==> src/aaf_pkg.sv <==
`timescale 1ns / 1ps
// ----------------------------------------------------------------------------
// aaf_pkg
// Shared types and constants for the analog axis filter.
// ----------------------------------------------------------------------------
package aaf_pkg;

    localparam int DATA_W     = 16;
    localparam int CNT_W      = 7;
    localparam int SUM_W      = 23;
    localparam int MAX_KERNEL = 64;
    localparam int DIV_W      = SUM_W - 1;
    localparam int STEP_W     = $clog2(DIV_W);
    localparam int ADDR_W     = 5;
    localparam int PDATA_W    = 32;

    typedef enum logic [1:0] {
        MODE_NONE = 2'd0,
        MODE_PASS = 2'd1,
        MODE_AVG  = 2'd2,
        MODE_LAST = 2'd3
    } mode_t;

    typedef enum logic [2:0] {
        REG_MODE   = 3'd0,
        REG_LOWER  = 3'd1,
        REG_UPPER  = 3'd2,
        REG_DEAD   = 3'd3,
        REG_KERNEL = 3'd4
    } reg_idx_t;

    typedef struct packed {
        mode_t                     mode;
        logic signed [DATA_W-1:0]  lower;
        logic signed [DATA_W-1:0]  upper;
        logic        [DATA_W-1:0]  dead;
        logic        [CNT_W-1:0]   kernel;
        logic                      kernel_wr;
    } cfg_t;

    typedef struct packed {
        logic              start;
        logic              neg;
        logic [DIV_W-1:0]  dividend;
        logic [CNT_W-1:0]  divisor;
    } div_req_t;

endpackage

==> src/analog_axis_filter_top.sv <==
`timescale 1ns / 1ps
// ----------------------------------------------------------------------------
// analog_axis_filter_top
// Axis sample conditioner: dead zone, bound clamp, block average/last, pass-through.
//
//  port group | dir | handshake        | payload
//  s_         | in  | s_valid/s_ready  | s_sample (16b signed)
//  m_         | out | m_valid/m_ready  | m_filtered_value (16b signed)
//  apb        | in  | psel/penable     | paddr, pwdata, prdata
//
//  A block end in average mode with kernel > 1 runs the serial divider,
//  which takes 22 steps; s_ready is low meanwhile.
//  Reset is synchronous on aresetn; state and config go to reset values.
//  A result waits in the output register; in idle, m_ready high keeps s_ready high.
// ----------------------------------------------------------------------------
module analog_axis_filter_top (
    input  logic                              aclk,
    input  logic                              aresetn,
    input  logic                              s_valid,
    output logic                              s_ready,
    input  logic signed [aaf_pkg::DATA_W-1:0] s_sample,
    output logic                              m_valid,
    input  logic                              m_ready,
    output logic signed [aaf_pkg::DATA_W-1:0] m_filtered_value,
    input  logic                              psel,
    input  logic                              penable,
    input  logic                              pwrite,
    input  logic [aaf_pkg::ADDR_W-1:0]        paddr,
    input  logic [aaf_pkg::PDATA_W-1:0]       pwdata,
    output logic [aaf_pkg::PDATA_W-1:0]       prdata,
    output logic                              pready
);

    typedef enum logic [1:0] {
        ST_IDLE,
        ST_DIV,
        ST_WRITE
    } state_t;

    aaf_pkg::cfg_t      cfg;
    aaf_pkg::div_req_t  div_req;
    logic               div_done;
    logic signed [aaf_pkg::DATA_W-1:0] div_q;

    state_t                              state_reg, state_next;
    logic                                in_dz_reg, in_dz_next;
    logic                                below_reg, below_next;
    logic                                above_reg, above_next;
    logic        [aaf_pkg::CNT_W-1:0]    cnt_reg, cnt_next;
    logic signed [aaf_pkg::SUM_W-1:0]    sum_reg, sum_next;
    logic                                out_valid_reg, out_valid_next;
    logic signed [aaf_pkg::DATA_W-1:0]   out_data_reg, out_data_next;

    logic                                s_fire;
    logic                                out_free;
    logic        [aaf_pkg::DATA_W:0]     mag;
    logic                                dz_hit;
    logic signed [aaf_pkg::DATA_W-1:0]   s1, s2;
    logic signed [aaf_pkg::SUM_W-1:0]    sum_add, sum_abs;
    logic        [aaf_pkg::CNT_W-1:0]    cnt_inc;

    aaf_regs u_regs (
        .aclk    (aclk),
        .aresetn (aresetn),
        .psel    (psel),
        .penable (penable),
        .pwrite  (pwrite),
        .paddr   (paddr),
        .pwdata  (pwdata),
        .prdata  (prdata),
        .pready  (pready),
        .cfg     (cfg)
    );

    aaf_div u_div (
        .aclk     (aclk),
        .aresetn  (aresetn),
        .req      (div_req),
        .done     (div_done),
        .quotient (div_q)
    );

    assign out_free = !out_valid_reg || m_ready;
    assign s_ready  = (state_reg == ST_IDLE) && out_free;
    assign s_fire   = s_valid && s_ready;

    assign mag     = s_sample[aaf_pkg::DATA_W-1] ? -{s_sample[aaf_pkg::DATA_W-1], s_sample}
                                                 :  {s_sample[aaf_pkg::DATA_W-1], s_sample};
    assign dz_hit  = mag < {1'b0, cfg.dead};
    assign s1      = dz_hit ? '0 : s_sample;
    assign s2      = (s1 < cfg.lower) ? cfg.lower :
                     (s1 > cfg.upper) ? cfg.upper : s1;
    assign sum_add = sum_reg + aaf_pkg::SUM_W'(s2);
    assign sum_abs = sum_add[aaf_pkg::SUM_W-1] ? -sum_add : sum_add;
    assign cnt_inc = cnt_reg + 1'b1;

    always_comb begin
        state_next     = state_reg;
        in_dz_next     = in_dz_reg;
        below_next     = below_reg;
        above_next     = above_reg;
        cnt_next       = cnt_reg;
        sum_next       = sum_reg;
        out_valid_next = out_valid_reg && !m_ready;
        out_data_next  = out_data_reg;
        div_req.start    = 1'b0;
        div_req.neg      = sum_add[aaf_pkg::SUM_W-1];
        div_req.dividend = sum_abs[aaf_pkg::DIV_W-1:0];
        div_req.divisor  = cfg.kernel;

        unique case (state_reg)
            ST_IDLE: begin
                if (s_fire) begin
                    priority case (cfg.mode)
                        aaf_pkg::MODE_NONE: ;
                        aaf_pkg::MODE_PASS: begin
                            out_valid_next = 1'b1;
                            out_data_next  = s_sample;
                        end
                        default: begin
                            if (!(dz_hit && in_dz_reg)) begin
                                in_dz_next = dz_hit;
                                priority if (s1 < cfg.lower) begin
                                    below_next = 1'b1;
                                    above_next = 1'b0;
                                end else if (s1 > cfg.upper) begin
                                    above_next = 1'b1;
                                    below_next = 1'b0;
                                end else begin
                                    below_next = 1'b0;
                                    above_next = 1'b0;
                                end
                                if (!((s1 < cfg.lower && below_reg) ||
                                      (s1 >= cfg.lower && s1 > cfg.upper && above_reg))) begin
                                    if (cnt_inc < cfg.kernel) begin
                                        cnt_next = cnt_inc;
                                        sum_next = sum_add;
                                    end else begin
                                        cnt_next = '0;
                                        sum_next = '0;
                                        if (cfg.kernel > aaf_pkg::CNT_W'(1) &&
                                            cfg.mode == aaf_pkg::MODE_AVG) begin
                                            div_req.start = 1'b1;
                                            state_next    = ST_DIV;
                                        end else begin
                                            out_valid_next = 1'b1;
                                            out_data_next  = s2;
                                        end
                                    end
                                end
                            end
                        end
                    endcase
                end
            end
            ST_DIV: begin
                if (div_done) begin
                    state_next = ST_WRITE;
                end
            end
            ST_WRITE: begin
                if (out_free) begin
                    out_valid_next = 1'b1;
                    out_data_next  = div_q;
                    state_next     = ST_IDLE;
                end
            end
            default: state_next = ST_IDLE;
        endcase

        if (cfg.kernel_wr) begin
            cnt_next = '0;
            sum_next = '0;
        end
    end

    always_ff @(posedge aclk) begin
        if (!aresetn) begin
            state_reg     <= ST_IDLE;
            in_dz_reg     <= 1'b0;
            below_reg     <= 1'b0;
            above_reg     <= 1'b0;
            cnt_reg       <= '0;
            sum_reg       <= '0;
            out_valid_reg <= 1'b0;
        end else begin
            state_reg     <= state_next;
            in_dz_reg     <= in_dz_next;
            below_reg     <= below_next;
            above_reg     <= above_next;
            cnt_reg       <= cnt_next;
            sum_reg       <= sum_next;
            out_valid_reg <= out_valid_next;
        end
        out_data_reg <= out_data_next;
    end

    assign m_valid          = out_valid_reg;
    assign m_filtered_value = out_data_reg;

    a_done_in_div: assert property (@(posedge aclk) disable iff (!aresetn)
        div_done |-> state_reg == ST_DIV)
        else $error("divider finished outside divide state");

    a_cnt_below_kernel: assert property (@(posedge aclk) disable iff (!aresetn)
        (state_reg == ST_IDLE && $past(aresetn)) |-> cnt_reg < cfg.kernel)
        else $error("block count reached kernel size");

    a_none_silent: assert property (@(posedge aclk) disable iff (!aresetn)
        (s_fire && cfg.mode == aaf_pkg::MODE_NONE && !out_valid_reg) |=> !out_valid_reg)
        else $error("result produced in mode none");

endmodule

==> src/aaf_regs.sv <==
`timescale 1ns / 1ps
// ----------------------------------------------------------------------------
// aaf_regs
// APB configuration registers; kernel size is clamped to 1..MAX_KERNEL.
// ----------------------------------------------------------------------------
module aaf_regs (
    input  logic                          aclk,
    input  logic                          aresetn,
    input  logic                          psel,
    input  logic                          penable,
    input  logic                          pwrite,
    input  logic [aaf_pkg::ADDR_W-1:0]    paddr,
    input  logic [aaf_pkg::PDATA_W-1:0]   pwdata,
    output logic [aaf_pkg::PDATA_W-1:0]   prdata,
    output logic                          pready,
    output aaf_pkg::cfg_t                 cfg
);

    aaf_pkg::mode_t                        mode_reg;
    logic signed [aaf_pkg::DATA_W-1:0]     lower_reg;
    logic signed [aaf_pkg::DATA_W-1:0]     upper_reg;
    logic        [aaf_pkg::DATA_W-1:0]     dead_reg;
    logic        [aaf_pkg::CNT_W-1:0]      kernel_reg;
    logic        [aaf_pkg::CNT_W-1:0]      kernel_next;
    logic                                  wr_en;
    aaf_pkg::reg_idx_t                     idx;

    assign pready = 1'b1;
    assign wr_en  = psel && penable && pwrite;
    assign idx    = aaf_pkg::reg_idx_t'(paddr[aaf_pkg::ADDR_W-1:2]);

    always_comb begin
        kernel_next = pwdata[aaf_pkg::CNT_W-1:0];
        if (kernel_next > aaf_pkg::CNT_W'(aaf_pkg::MAX_KERNEL)) begin
            kernel_next = aaf_pkg::CNT_W'(aaf_pkg::MAX_KERNEL);
        end else if (kernel_next == '0) begin
            kernel_next = aaf_pkg::CNT_W'(1);
        end
    end

    always_ff @(posedge aclk) begin
        if (!aresetn) begin
            mode_reg   <= aaf_pkg::MODE_AVG;
            lower_reg  <= 16'sh8000;
            upper_reg  <= 16'sh7FFF;
            dead_reg   <= '0;
            kernel_reg <= aaf_pkg::CNT_W'(1);
        end else if (wr_en) begin
            unique case (idx)
                aaf_pkg::REG_MODE:   mode_reg   <= aaf_pkg::mode_t'(pwdata[1:0]);
                aaf_pkg::REG_LOWER:  lower_reg  <= pwdata[aaf_pkg::DATA_W-1:0];
                aaf_pkg::REG_UPPER:  upper_reg  <= pwdata[aaf_pkg::DATA_W-1:0];
                aaf_pkg::REG_DEAD:   dead_reg   <= pwdata[aaf_pkg::DATA_W-1:0];
                aaf_pkg::REG_KERNEL: kernel_reg <= kernel_next;
                default: ;
            endcase
        end
    end

    always_comb begin
        prdata = '0;
        unique case (idx)
            aaf_pkg::REG_MODE:   prdata = {30'd0, mode_reg};
            aaf_pkg::REG_LOWER:  prdata = {{16{lower_reg[15]}}, lower_reg};
            aaf_pkg::REG_UPPER:  prdata = {{16{upper_reg[15]}}, upper_reg};
            aaf_pkg::REG_DEAD:   prdata = {16'd0, dead_reg};
            aaf_pkg::REG_KERNEL: prdata = {25'd0, kernel_reg};
            default:             prdata = '0;
        endcase
    end

    assign cfg.mode      = mode_reg;
    assign cfg.lower     = lower_reg;
    assign cfg.upper     = upper_reg;
    assign cfg.dead      = dead_reg;
    assign cfg.kernel    = kernel_reg;
    assign cfg.kernel_wr = wr_en && (idx == aaf_pkg::REG_KERNEL);

endmodule

==> src/aaf_div.sv <==
`timescale 1ns / 1ps
// ----------------------------------------------------------------------------
// aaf_div
// Restoring serial divider, one quotient bit per cycle, sign applied at end.
// ----------------------------------------------------------------------------
module aaf_div (
    input  logic                              aclk,
    input  logic                              aresetn,
    input  aaf_pkg::div_req_t                 req,
    output logic                              done,
    output logic signed [aaf_pkg::DATA_W-1:0] quotient
);

    logic [aaf_pkg::DIV_W-1:0]   dvd_reg, dvd_next;
    logic [aaf_pkg::CNT_W-1:0]   rem_reg, rem_next;
    logic [aaf_pkg::CNT_W-1:0]   dvs_reg;
    logic [aaf_pkg::STEP_W-1:0]  step_reg;
    logic                        busy_reg;
    logic                        neg_reg;
    logic                        done_reg;
    logic [aaf_pkg::CNT_W-1:0]   rem_sh;
    logic                        ge;
    logic [aaf_pkg::DATA_W-1:0]  q_mag;

    always_comb begin
        rem_sh   = {rem_reg[aaf_pkg::CNT_W-2:0], dvd_reg[aaf_pkg::DIV_W-1]};
        ge       = rem_sh >= dvs_reg;
        rem_next = ge ? rem_sh - dvs_reg : rem_sh;
        dvd_next = {dvd_reg[aaf_pkg::DIV_W-2:0], ge};
    end

    always_ff @(posedge aclk) begin
        if (!aresetn) begin
            busy_reg <= 1'b0;
            done_reg <= 1'b0;
        end else begin
            done_reg <= 1'b0;
            if (req.start) begin
                busy_reg <= 1'b1;
                step_reg <= aaf_pkg::STEP_W'(aaf_pkg::DIV_W - 1);
                dvd_reg  <= req.dividend;
                dvs_reg  <= req.divisor;
                neg_reg  <= req.neg;
                rem_reg  <= '0;
            end else if (busy_reg) begin
                dvd_reg  <= dvd_next;
                rem_reg  <= rem_next;
                step_reg <= step_reg - 1'b1;
                if (step_reg == '0) begin
                    busy_reg <= 1'b0;
                    done_reg <= 1'b1;
                end
            end
        end
    end

    assign q_mag    = dvd_reg[aaf_pkg::DATA_W-1:0];
    assign quotient = neg_reg ? -q_mag : q_mag;
    assign done     = done_reg;

endmodule

==> config.mk <==
export PLATFORM = sky130hd
export DESIGN_NAME = analog_axis_filter_top
export DESIGN_NICKNAME = d
export VERILOG_FILES = /design/src/aaf_pkg.sv /design/src/analog_axis_filter_top.sv /design/src/aaf_regs.sv /design/src/aaf_div.sv
export SDC_FILE = /design/constraint.sdc
export NUM_CORES = 1
export LEC_CHECK = 0
export BUFFER_PORTS_ARGS = -buffer_cell sky130_fd_sc_hd__buf_4
export CORE_AREA = 2 2 163 165
export DETAILED_ROUTE_END_ITERATION = 16
export DIE_AREA = 0 0 165 167
export HOLD_SLACK_MARGIN = 0.02
export PLACE_DENSITY_LB_ADDON = 0.25
export RECOVER_POWER = 100
export SLEW_MARGIN = 20
export SYNTH_ARGS = -nofsm -noshare
export SYNTH_HDL_FRONTEND = slang
export SYNTH_HIERARCHICAL = 1
export SYNTH_SLANG_ARGS = --single-unit
==> constraint.sdc <==
create_clock -name aclk -period 9.58 [get_ports aclk]
set_input_delay 0.958 -clock aclk [delete_from_list [all_inputs] [get_ports aclk]]
set_output_delay 0.958 -clock aclk [all_outputs]
set_load 0.02 [all_outputs]
==> results of run 1 <==
## cells by family (layout without fill, tap and decap cells)
kind of cell / after synthesis / count (layout) / synth area share [%]
other: 1 / 1 / 0.0327
flip-flops: 152 / 152 / 31.5
XOR/XNOR: 77 / 77 / 6.22
adder cells (fa/ha/maj): 93 / 93 / 10.3
AND/OR/NAND/NOR: 434 / 434 / 19.5
AO/OA/AOI/OAI: 273 / 273 / 15.1
multiplexers: 115 / 115 / 10.4
buffers and inverters: 168 / 282 / 6.94
## per-stage QoR
stage / hold slack (ns) / instances / area (um^2)
after floorplan: 0.432 / 1313 / 11500
after global placement: 0.443 / 1729 / 12700
after detailed placement: 0.451 / 1729 / 12700
after CTS: 0.460 / 1761 / 13300
after global routing: 0.479 / 1762 / 13100
final: 0.458 / 1762 / 13100
## what timing repair did
| action | 4_1_cts | 5_1_grt |
|---|---|---|
| setup endpoints to repair | 0 | 22 |
| setup buffers | 0 | 0 |
| gates resized for setup | 0 | 16 |
| endpoints found under the hold margin | 0 | 0 |
## how the worst max path moves through the flow
stage                   endpoint  slack (ns)   startpoint
2_1_floorplan   u_div/dvd_reg[5]        0.55  s_sample[5]
3_3_place_gp   u_div/dvd_reg[20]        0.06  s_sample[5]
3_5_place_dp    u_div/dvd_reg[7]       -0.01  s_sample[5]
4_1_cts        u_div/dvd_reg[20]        0.41  s_sample[5]
5_1_grt        u_div/dvd_reg[21]        0.01  s_sample[5]
6_report        u_div/dvd_reg[7]        0.60  s_sample[5]
## report_power, final
group	total, mW	internal, mW	switching [mW]
sequential	0.706	0.697	0.00860
combinational	0.649	0.263	0.386
clock	0.705	0.412	0.293
## worst min-delay path: stages, from the launching register on
cell and delay, ns:
dfxtp_1 0.31, nand2_1 0.05, a21oi_1 0.05
## final cells by class
type / count / area, um^2 / share of cell area, %
well taps: 335 / 419 / 3.21
inverters: 89 / 334 / 2.56
clock buffers: 18 / 429 / 3.29
flip-flops and latches: 152 / 3610 / 27.7
clock inverters: 14 / 171 / 1.31
multi-input cells: 993 / 7080 / 54.2
repair buffers: 161 / 1010 / 7.71
## routing by layer
layer | global-route usage (%) | routed length (um) | vias to the layer above
met5 | 0 | 0 | -
met4 | 5.44 | 426 | 0
met3 | 2.74 | 1290 | 29
met2 | 35.2 | 13500 | 228
met1 | 30.9 | 14500 | 4515
li1 | - | - | 4835
## synthesized netlist by cell type (all sizes together) (8+ instances only)
cell type	count
a211oi	10
mux2	29
nor2	78
inv	89
nor2b	46
o21ai	56
a21o	13
a21oi	96
o21a	8
and2	19
a22oi	17
o22ai	10
nand2b	17
dfxtp	95
buf	40
mux2i	86
xor2	24
clkbuf	39
nand3	37
nand4	13
edfxtp	57
ha	91
nand2	141
o41ai	9
nor3	31
xnor2	53
a21boi	8
o31ai	14
==> results.toml, run 1 <==
[status]
status = "finished with violations"
violations = "capacitance limit, slew limit"

[layout]
nFillCells = 2496
area_growth_pct = 14.0
layout_commonest_cell = "nand2_1"
nets = 1567
drive_gt1_share_pct = 13.7
final_cell_mix = "139 x nand2_1, 95 x a21oi_1, 95 x dfxtp_1"
final_core_util_pct = 50.7
diodes = 0
largest_reg_flops = 23

[setup_path]
required_ns = 9.76
cp-end-kind = "register"
crit_path_frequent_cell = "ha_1"
crit_fanout = 12
cp_slowest_cell = "or4b_1"
criticalPathCategory = "in -> reg"
crit_family = "compound AO/OA/AOI/OAI gates"
startpoint_type = "input pin"
rr_worst_depth = 30
ff2ff_setup_slack_ns = 1.97
critical_path.max_stage_delay_ns = 0.49
arrival_ns = 9.16
cp.buffers_inverters = 5
cp.depth = 35
r2r-start = "u_regs/dead_reg[7]"
timing.rr.end = "u_div/dvd_reg[7]"

[place]
port_buffers = 91
dp_slack_ns = -0.0124
hpwl_um = 22800
gp_congestion = 0.857

[cts]
numCtsBuffers = 17
clock_latency_ns = 0.44
cts_sinks = 152
cts-htree-levels = 4
clockRootBuffer = "clkbuf_16"
clk_pin_slew_ns = 0.06
cts_tree = "yes"
postCtsHoldBufs = 0
cts_buffer_depth = 2

[yosys]
ys.flop_type = "dfxtp_1"
async_flop_share_pct = 0
synth_edf_count = 57
synthesis.nets = 1466
syn_area_um2 = 11500
synth_cells = 1313
yosysTopAreaCell = "dfxtp_1"
ys_ff_latch = 152
synth.distinct_cells = 85
avgSynthCellArea_um2 = 8.72
ys.warnings.count = 6
yosys.area.top_type_share_pct = 16.6
synth_area_leaders = "dfxtp_1 17%, edfxtp_1 15%, ha_1 9.9%"
yosysSeqAreaShare_pct = 31.5

[global_route]
grt_max_degree = 98
grt_pass1_wl_um = 47500
grt_pass1_vias = 9112
grt_usage_pct = 21.9
grt_overflow = 0
antenna_found_initial = 0

[timing]
drv_slew = 187
rsz0062_at_grt = "false"
fin_setup_tns_ns = 0
worstMarginPinSlew_ns = 3.62
skew_ns = 0.0121
slew_headroom_pct = -141
timing.final.ws_setup_ns = 0.602
fin_crit_ns = 8.98
setup_viol = 0
hold_viol = 0
post-route-period-util_pct = 93.7
fmax_mhz = 111

[floorplan]
io_pins = 111
dieArea_um2 = 27600
std_cell_rows = 59
die-height_um = 167
die_x_um = 165
start_util_pct = 44.5
core-area_um2 = 25800

[power]
peakVddDrop_mv = 0.0996
power.leakage_nw = 5.17
power.density_nw_per_um2 = 158
power_mw = 2.06

[worst_hold_path]
hold_start = "sum_reg[19]"
hold_end = "sum_reg[19]"
hp-class = "reg -> reg"
hold_depth = 2

[drt]
antenna_left = 0
drc_errors = 0
first_iter_violations = 673
vias = 9607
drt-pass1-iter-count = 5
routedWlPerCell_um = 16.8
avgViaCountPerCell = 5.45
drt_wl_total_um = 29600

[flow_run]
cap_violations = 4
No activity file was read; power rests on OpenSTA's default activity.
==> run 2: changes to the inputs <==
--- a/config.mk
+++ b/config.mk
@@ -6,9 +6,9 @@
 export NUM_CORES = 1
 export LEC_CHECK = 0
 export BUFFER_PORTS_ARGS = -buffer_cell sky130_fd_sc_hd__buf_4
-export CORE_AREA = 2 2 163 165
+export CORE_AREA = 2 2 148 150
 export DETAILED_ROUTE_END_ITERATION = 16
-export DIE_AREA = 0 0 165 167
+export DIE_AREA = 0 0 150 152
 export HOLD_SLACK_MARGIN = 0.02
 export PLACE_DENSITY_LB_ADDON = 0.25
 export RECOVER_POWER = 100
==> run 2 against run 1 <==
  * The run still ends with capacitance limit, slew limit left
  * Worst setup slack got worse by 0.15 ns
  * Count of clock-buffer cells in the layout is 2 higher
  * Flip-flop and latch count is the same
  * Critical path type unchanged
  * Highest routed layer unchanged
  * Clock power down 5.5%
==> results.toml, run 2 (synthesis gave the netlist of run 1 again) <==
[status]
status = "finished with violations"
violations = "capacitance limit, slew limit"

[power]
pwr-share-comb_pct = 32.9
swShare_pct = 34.1
p_seq_share_pct = 34.5
peakVddDrop_mv = 0.131
p_int_mw = 1.35
power.leakage_nw = 5.25
power_frac_clock_pct = 32.6
switching_power_mw = 0.697
power.density_nw_per_um2 = 156

[setup_path]
cp_slowest_cell = "a2111o_1"
rr_worst_depth = 30
crit_path_frequent_cell = "buf_4"
cp-endpoint = "u_div/dvd_reg[19]"
cp-end-kind = "register"
timing.rr.end = "u_div/dvd_reg[19]"
crit_start = "s_sample[5]"
r2r-start = "u_regs/dead_reg[15]"
required_ns = 9.75
criticalPathCategory = "in -> reg"
ff2ff_setup_slack_ns = 1.95
crit_fanout = 15
startpoint_type = "input pin"
critical_path.max_stage_delay_ns = 0.44
arrival_ns = 9.30

[place]
port_buffers = 91
dp_slack_ns = -0.0771
gp_congestion = 0.886
hpwl_um = 22400

[drt]
routedWlPerCell_um = 17.3
avgViaCountPerCell = 5.74
drc_errors = 0
first_iter_violations = 606
antenna_left = 0
drt-pass1-iter-count = 6
vias = 9919
drt_wl_total_um = 29800

[timing]
worstMarginPinSlew_ns = 3.60
slew_headroom_pct = -140
drv_slew = 222
post-route-period-util_pct = 95.3
hold_viol = 0
setup_viol = 0
fin_crit_ns = 9.13
timing.final.ws_setup_ns = 0.454
fmax_mhz = 110
skew_ns = 0.0116

[layout]
nets = 1588
drive_gt1_share_pct = 15.2
area_growth_pct = 14.4
diodes = 0
final_core_util_pct = 61.4
layout_commonest_cell = "nand2_1"
final_cell_mix = "136 x nand2_1, 114 x buf_4, 95 x a21oi_1, 95 x dfxtp_1, 91 x ha_1"
largest_reg_flops = 23

[cts]
cts_sinks = 152
clk_pin_slew_ns = 0.06
cts_tree = "yes"
clockRootBuffer = "clkbuf_16"
cts_setup_buffers = 0
numCtsBuffers = 17
cts-htree-levels = 4
clock_latency_ns = 0.43
cts_buffer_depth = 2

[floorplan]
die_x_um = 150
die-height_um = 152
dieArea_um2 = 22800
io_pins = 111
core-area_um2 = 21400
std_cell_rows = 54
start_util_pct = 53.6

[global_route]
grt_max_degree = 98
grt_pass1_wl_um = 47800
antenna_found_initial = 0
grt_pass1_vias = 9319
grt_overflow = 0
grt_usage_pct = 26.4

[worst_hold_path]
hp-class = "reg -> reg"

[flow_run]
cap_violations = 5
==> run 2: changes by cell type in the layout (fill, tap and decap cells not counted), sizes merged <==
cell,previous run,this run
clkinvlp,1,0
inv,92,95
buf,94,115
clkbuf,85,87
clkinv,7,5
bufinv,3,1
==> run 2: final cells by class <==
class                           instances  area (um^2)
Timing Repair Buffer                  182         1130
Multi-Input combinational cell        993         7100
Inverter                               89          337
Tap cell                              280          350
Sequential cell                       152         3610
Clock buffer                           20          454
Fill cell                            1935         8250
Clock inverter                         12          114
==> run 2: what timing repair did <==
item	4_1_cts	5_1_grt
gates resized for setup	0	15
hold buffers	0	0
endpoints found under the setup margin	0	20
endpoints found under the hold margin	0	0
==> run 2: metrics by stage <==
stage	total power [mW]	cell area, um^2	instances	setup TNS [ns]	hold WS, ns
after floorplan	1.14	11500	1313	0	0.432
after CTS	2.07	13300	1727	0	0.457
after detailed placement	1.40	12700	1695	-0.396	0.448
after global placement	1.39	12700	1695	0	0.444
after global routing	2.14	13100	1728	-0.0278	0.474
final	2.05	13100	1728	0	0.457
==> run 2: worst min path at each step <==
| stage | from | to | cells past startpoint |
|---|---|---|---|
| 2_1_floorplan | above_reg | above_reg | 2 |
| 3_3_place_gp | sum_reg[0] | sum_reg[0] | 2 |
| 3_5_place_dp | above_reg | above_reg | 2 |
| 4_1_cts | above_reg | above_reg | 2 |
| 5_1_grt | above_reg | above_reg | 2 |
| 6_report | above_reg | above_reg | 2 |
==> run 2: metal layers <==
metal | part of all wire, % | vias up | track usage, %
li1 | - | 4892 | -
met1 | 46 | 4703 | 35.8
met2 | 48 | 282 | 43.9
met3 | 4.8 | 42 | 3.24
met4 | 1.7 | 0 | 8.00
met5 | 0 | - | 0
==> run 2: critical path: cells and delay by family <==
kind / cells / cell delay, ns
simple gates: 9 / 2.28
fa+ha+maj: 3 / 0.90
compound gates: 12 / 2.93
mux: 1 / 0.28
buf+inv: 8 / 1.47
xor+xnor: 3 / 0.47
==> run 2: power groups by stage <==
stage	registers, mW	clock network [mW]	logic, mW
6_report	0.706	0.666	0.673
5_1_grt	0.707	0.700	0.736
4_1_cts	0.706	0.674	0.688
3_5_place_dp	0.720	0	0.679
3_3_place_gp	0.720	0	0.668
2_1_floorplan	0.738	0	0.407
